File: src/rtl/core/srf_pkg.sv
// Shared constants and controller/datapath types for the sequence replay filter.
package srf_pkg;

	localparam int FUNC_W = 2;
	localparam int SEQ_W  = 8;
	localparam int TIME_W = 32;

	localparam logic [FUNC_W-1:0] FUNC_CHECK  = 2'd0;
	localparam logic [FUNC_W-1:0] FUNC_COMMIT = 2'd1;
	localparam logic [FUNC_W-1:0] FUNC_CLEAR  = 2'd2;

	localparam logic [TIME_W-1:0] WINDOW_RESET = 32'd1000;

	typedef struct packed {
		logic latch_req;
		logic ram_rd;
		logic commit_wr;
		logic sweep_wr;
		logic load_result;
		logic sel_cmp;
	} srf_cmd_t;

	typedef struct packed {
		logic op_check_hit;
		logic op_commit_hit;
		logic op_clear;
		logic sweep_last;
	} srf_status_t;

endpackage

File: src/rtl/core/srf_ctrl.sv
// Controller: init sweep, request sequencing, clear sweep and response valid.
module srf_ctrl (
	input  logic                 clk,
	input  logic                 arst_n,
	input  logic                 req_valid,
	output logic                 req_ready,
	output logic                 rsp_valid,
	input  logic                 rsp_ready,
	input  srf_pkg::srf_status_t st,
	output srf_pkg::srf_cmd_t    cmd
);
	import srf_pkg::*;

	typedef enum logic [4:0] {
		ST_INIT   = 5'b00001,
		ST_IDLE   = 5'b00010,
		ST_LOOKUP = 5'b00100,
		ST_SWEEP  = 5'b01000,
		ST_FINISH = 5'b10000
	} srf_state_t;

	srf_state_t state_q, state_nxt;
	logic       rsp_valid_q;
	logic       slot_free;

	assign slot_free = !rsp_valid_q || rsp_ready;
	assign req_ready = (state_q == ST_IDLE);
	assign rsp_valid = rsp_valid_q;

	always_comb begin
		cmd       = '0;
		state_nxt = state_q;
		unique case (state_q)
			ST_INIT: begin
				cmd.sweep_wr = 1'b1;
				if (st.sweep_last) begin
					state_nxt = ST_IDLE;
				end
			end
			ST_IDLE: begin
				if (req_valid) begin
					cmd.latch_req = 1'b1;
					if (st.op_check_hit) begin
						cmd.ram_rd = 1'b1;
						state_nxt  = ST_LOOKUP;
					end else if (st.op_commit_hit) begin
						cmd.commit_wr = 1'b1;
						state_nxt     = ST_FINISH;
					end else if (st.op_clear) begin
						state_nxt = ST_SWEEP;
					end else begin
						state_nxt = ST_FINISH;
					end
				end
			end
			ST_LOOKUP: begin
				if (slot_free) begin
					cmd.load_result = 1'b1;
					cmd.sel_cmp     = 1'b1;
					state_nxt       = ST_IDLE;
				end
			end
			ST_SWEEP: begin
				cmd.sweep_wr = 1'b1;
				if (st.sweep_last) begin
					state_nxt = ST_FINISH;
				end
			end
			ST_FINISH: begin
				if (slot_free) begin
					cmd.load_result = 1'b1;
					state_nxt       = ST_IDLE;
				end
			end
			default: begin
				state_nxt = ST_INIT;
			end
		endcase
	end

	always_ff @(posedge clk or negedge arst_n) begin
		if (!arst_n) begin
			state_q     <= ST_INIT;
			rsp_valid_q <= 1'b0;
		end else begin
			state_q <= state_nxt;
			if (cmd.load_result) begin
				rsp_valid_q <= 1'b1;
			end else if (rsp_ready) begin
				rsp_valid_q <= 1'b0;
			end
		end
	end

	// result never overwrites one still waiting
	a_load_slot_free: assert property (@(posedge clk) disable iff (!arst_n)
		cmd.load_result |-> slot_free)
		else $error("result loaded over pending transfer");

	// table lookup always follows an in-range check
	a_check_lookup: assert property (@(posedge clk) disable iff (!arst_n)
		(req_valid && req_ready && st.op_check_hit) |=> (state_q == ST_LOOKUP))
		else $error("check did not enter lookup");

	// one item in flight: no back-to-back request transfers
	a_single_item: assert property (@(posedge clk) disable iff (!arst_n)
		(req_valid && req_ready) |=> !req_ready)
		else $error("request taken while item in flight");

	// clear sweep ends in a result
	a_sweep_end: assert property (@(posedge clk) disable iff (!arst_n)
		(state_q == ST_SWEEP && st.sweep_last) |=> (state_q == ST_FINISH))
		else $error("clear sweep did not finish");

endmodule

File: config.mk
export PLATFORM = sky130hd
export DESIGN_NAME = srf_ctrl
export DESIGN_NICKNAME = d
export VERILOG_FILES = /design/src/rtl/core/srf_pkg.sv /design/src/rtl/core/srf_ctrl.sv
export SDC_FILE = /design/constraint.sdc
export NUM_CORES = 1
export LEC_CHECK = 0
export BUFFER_PORTS_ARGS = -buffer_cell sky130_fd_sc_hd__clkbuf_2
export CAP_MARGIN = 20
export CORE_AREA = 2 2 39 41
export CTS_CLUSTER_SIZE = 25
export DETAILED_ROUTE_END_ITERATION = 12
export DIE_AREA = 0 0 41 43
export PLACE_DENSITY = 0.73
export REMOVE_ABC_BUFFERS = 1
export SYNTH_ARGS = -nofsm -noshare
export SYNTH_HDL_FRONTEND = slang
export SYNTH_SLANG_ARGS = --single-unit
File: constraint.sdc
create_clock -name clk -period 1.5 [get_ports clk]
set_input_delay 0.3 -clock clk [delete_from_list [all_inputs] [get_ports clk]]
set_output_delay 0.3 -clock clk [all_outputs]
set_load 0.01 [all_outputs]
After elaboration in Yosys (flattened, before gate mapping)
Index checks and enable logic that the tools add are counted.

word-level totals
  register bits = 6
  input port bits = 8
  output and inout port bits = 8
  word-level logic and storage cells = 37

operators by class
  eq/ne operators = 9
  mux-type cells = 20
  reduce and logical (&&, ||, !) cells = 6

operator list
  operator            number
  $mux 5              7
  $pmux 5 s4          1
  $mux 1              8
  $mux 3              2
  $ne 2x2->1 const B  3
  $eq 5x1->1 const B  1
  $eq 5x2->1 const B  1
  $eq 5x3->1 const B  1
  $eq 5x4->1 const B  1
  $eq 5x5->1 const B  1
  $reduce_and 4->1    1
  $reduce_or 2->1     2
  $mux 2              1
  $ne 2x1->1 const B  1
  $pmux 1 s2          1
  $reduce_bool 2->1   1
  $logic_not 1->1     1
  $logic_or 1x1->1    1

Depth between registers and ports, before layout
  word-level depth = 5
  mapped depth = 6
  gate-level depth less buffers = 5

Least setup slack after synthesis
No wires, ideal clock.

  kind = flip-flop to flip-flop
  start point = register state_q[0]
  end point = register state_q[4]
  setup time = 125 ps
  data arrival time = 1588 ps
  required time = 1375 ps
  path slack = -213 ps
  cell stages (with the launch flop) = 6
  path buffers = 1
  period minus slack after synthesis = 1713 ps
  cell sequence = dfstp_2 > buf_6 > xnor2_1 > or4b_4 > o221ai_4 > mux2_4

on the way
  word-level cells in the longest chain between the ends = 4
  elaborated cells between the ends (all ways) = 12
  classes of those cells = eq/ne: 9; mux: 1; reduce/logical: 2

RTL lines
  what                                      RTL line        source
  start, declared                           srf_ctrl.sv:22  srf_state_t state_q, state_nxt;
  start signal, assigned                    srf_ctrl.sv:86  state_q <= state_nxt;
  $eq 5x5->1 or $eq 5x3->1 (tied branches)  srf_ctrl.sv:33  unique case (state_q)
  $reduce_or 2->1 (no source line)          --
  $ne 2x1->1 (no source line)               --
  $reduce_and 4->1 (no source line)         --

Parallel ways exist; a longest one is shown, timed or not.
A chain may end at the register's enable or synchronous reset.

==> metrics.txt <==
Crit path arrival time 1.58 ns; pwr/cell area 1529 nW/µm²; antenna-violating nets left 0; P&R area growth vs syn 62.73%; Die ar. 1763 µm²; Finished Layout Cells 101; Chip Height 43 µm; internal power 750.9 µW; count of input and output buffers 15; Yosys top cell area share 26.25%; core outline area 1384 µm²; power share of the clock group 14.1%; status finished, violations left; Final Util 56.06%; HP Class input pin to flop; register area share after synthesis 31.76%; H-tree levels 1; Synth Register Bits 6; setup violators final 11; worst-case clock buffer depth 2; grt total ovfl 0; number of CTS-inserted buffers 3; hpwl dp 887 µm; Global Route Usage Sum 16.55%; setup TNS -2.746 ns; Post-Syn Area 476.7 µm²; drt wl/cell 12.22 µm; Initial DRC Count 11; fin nets 94; Netlist cell types 30; switch share 36.69%; setup slack after layout -0.3823 ns; Post-synth EDFFs 0; Avg Vias per Cell 5.000; Post-Synthesis Cells 48; drt pass-1 iters 4; starting density of the core 34.45%; CP Launch Type flop; failing checks negative setup slack; Sequential Power Share 21.0%; CP Max Fanout 3; antenna violations before repair 0; MaxCap Viol Count 0; largest cells by area after synthesis dfrtp_1 (26%), buf_6 (7.1%), nand3b_1 (6.3%); mean area per synthesized cell 9.931 µm²; Tcrit/Tclk final 125.5%; share of cells above drive strength 1 60.00%; Comb pwr share 64.9%; row count 14; worst slew pin tran 0.3270 ns; f_max 531.3 MHz; CTS tree done; final worst hold slack 0.3481 ns; Synth Warn # 0; RSZ-0062 raised after global routing yes; worst skew pair latency 0.25 ns; drt total wl 1.234 mm; chip width 41 µm; vias in the first global route 474; clk_skew 0.01427 ns; Slew Viols, Final 0; Worst Setup Path Type flop to output port; routability cong. 0.8244; Root Driver clkbuf_4; Post-Place Cells 89; first-pass GRT wire length 2.001 mm; CTS clock-pin slew for the worst setup and hold paths 0.06 ns; CP required 1.20 ns; CP Capture Type output port; asr flop ratio synth 100.0%; vias 505; Primary FF master, synth dfrtp_1; clock sinks 6; Sw Pwr 435.1 µW; Tmin final 1.882 ns; # diodes 0; leak pwr 0.3995 nW; Peak VDD IR 0.7102 mV; largest net degree at the start of global routing 8; Max-slew headroom 78.01%; DRC Markers 0; cell taking the most area after synthesis dfrtp_1; boundary pin count 16; Fin. Hold Viols 0; total chip power 1.186 mW
==> routing by layer <==
metal  GRT usage, %  up-vias  share of wire, %
met5              0        -                 0
met4          2.000        0                 0
met3          4.712        0               6.2
met2          26.25       22                53
met1          22.22      233                40
li1               -      250                 -
==> power by group through the flow <==
stage	combinational (mW)	clock, mW	sequential, mW
after detailed placement	0.599	0	0.257
after CTS	0.713	0.174	0.248
after global routing	0.834	0.186	0.257
final	0.770	0.168	0.249
after global placement	0.592	0	0.256
after floorplan	0.281	0	0.294
==> worst max-delay path, cell delays in order (launching register included) <==
cell and delay (ns):
dfrtp_1 0.41, xnor2_1 0.14, or4_4 0.45, and2b_2 0.24
buf_6 0.09
==> cell usage in the layout (no fill, tap or decap), types with 2 or more instances in the layout <==
cell type,count
clkbuf_2,12
buf_4,19
o21ai_0,3
o22ai_1,2
buf_2,2
nand2_1,2
nand3b_1,4
dfrtp_1,5
nor2_1,3
buf_6,4
clkbuf_4,3
==> sequential cells by signal (all words and copies together) (netlist names) <==
| name | count |
|---|---|
| state_q | 5 |
| rsp_valid | 1 |
==> cell usage after synthesis (all sizes together) (2+ instances only) <==
library cell and n:
o21ai 3, nor2 3, o22ai 2, nand3b 4, dfrtp 5, xnor2 2
nand2 2, nor4 2, buf 5
==> layout make-up <==
class	instances	area, µm²
Multi-Input combinational cell	36	306.5
Tap cell	16	20.02
Timing Repair Buffer	38	267.8
Sequential cell	6	151.4
Clock buffer	4	26.28
Inverter	1	3.754
Fill cell	125	608.1
==> kinds of logic after synthesis <==
| logic type | after synthesis | synth area share, % |
|---|---|---|
| multiplexers | 2 | 5.249 |
| buffers and inverters | 6 | 9.973 |
| XOR/XNOR | 3 | 5.513 |
| AO/OA/AOI/OAI | 10 | 18.37 |
| flip-flops | 6 | 31.76 |
| AND/OR/NAND/NOR | 21 | 29.14 |
==> through the flow <==
stage               area [µm²]  setup WS [ns]
floorplan                432.9        -0.1999
global placement         640.6        -0.1381
detailed placement       640.6        -0.1486
CTS                      742.0        -0.4137
global route             775.7        -0.4388
finish                   775.7        -0.3823
==> worst paths after layout <==
check,endpoint,cells after the start,from,slack (ns)
worst max-delay path,cmd[1],4,state_q[4],-0.38
worst min-delay path,state_q[1],2,req_valid,0.35
worst max register to register,state_q[4],6,state_q[0],-0.31
worst min register to register,rsp_valid,2,state_q[3],0.59
max in group asynchronous,state_q[0],2,arst_n,0.85
min in group asynchronous,rsp_valid,2,arst_n,0.40
==> timing repair <==
item                                    4_1_cts  5_1_grt
hold buffers                                  1        0
resized for setup                             6        6
hold endpoints to repair                      5        0
pin swaps                                     1        1
endpoints found under the setup margin       11       11
buffers inserted                              5        3
cloned                                        0        0
Note: power is estimated with default switching activity, not from simulation.
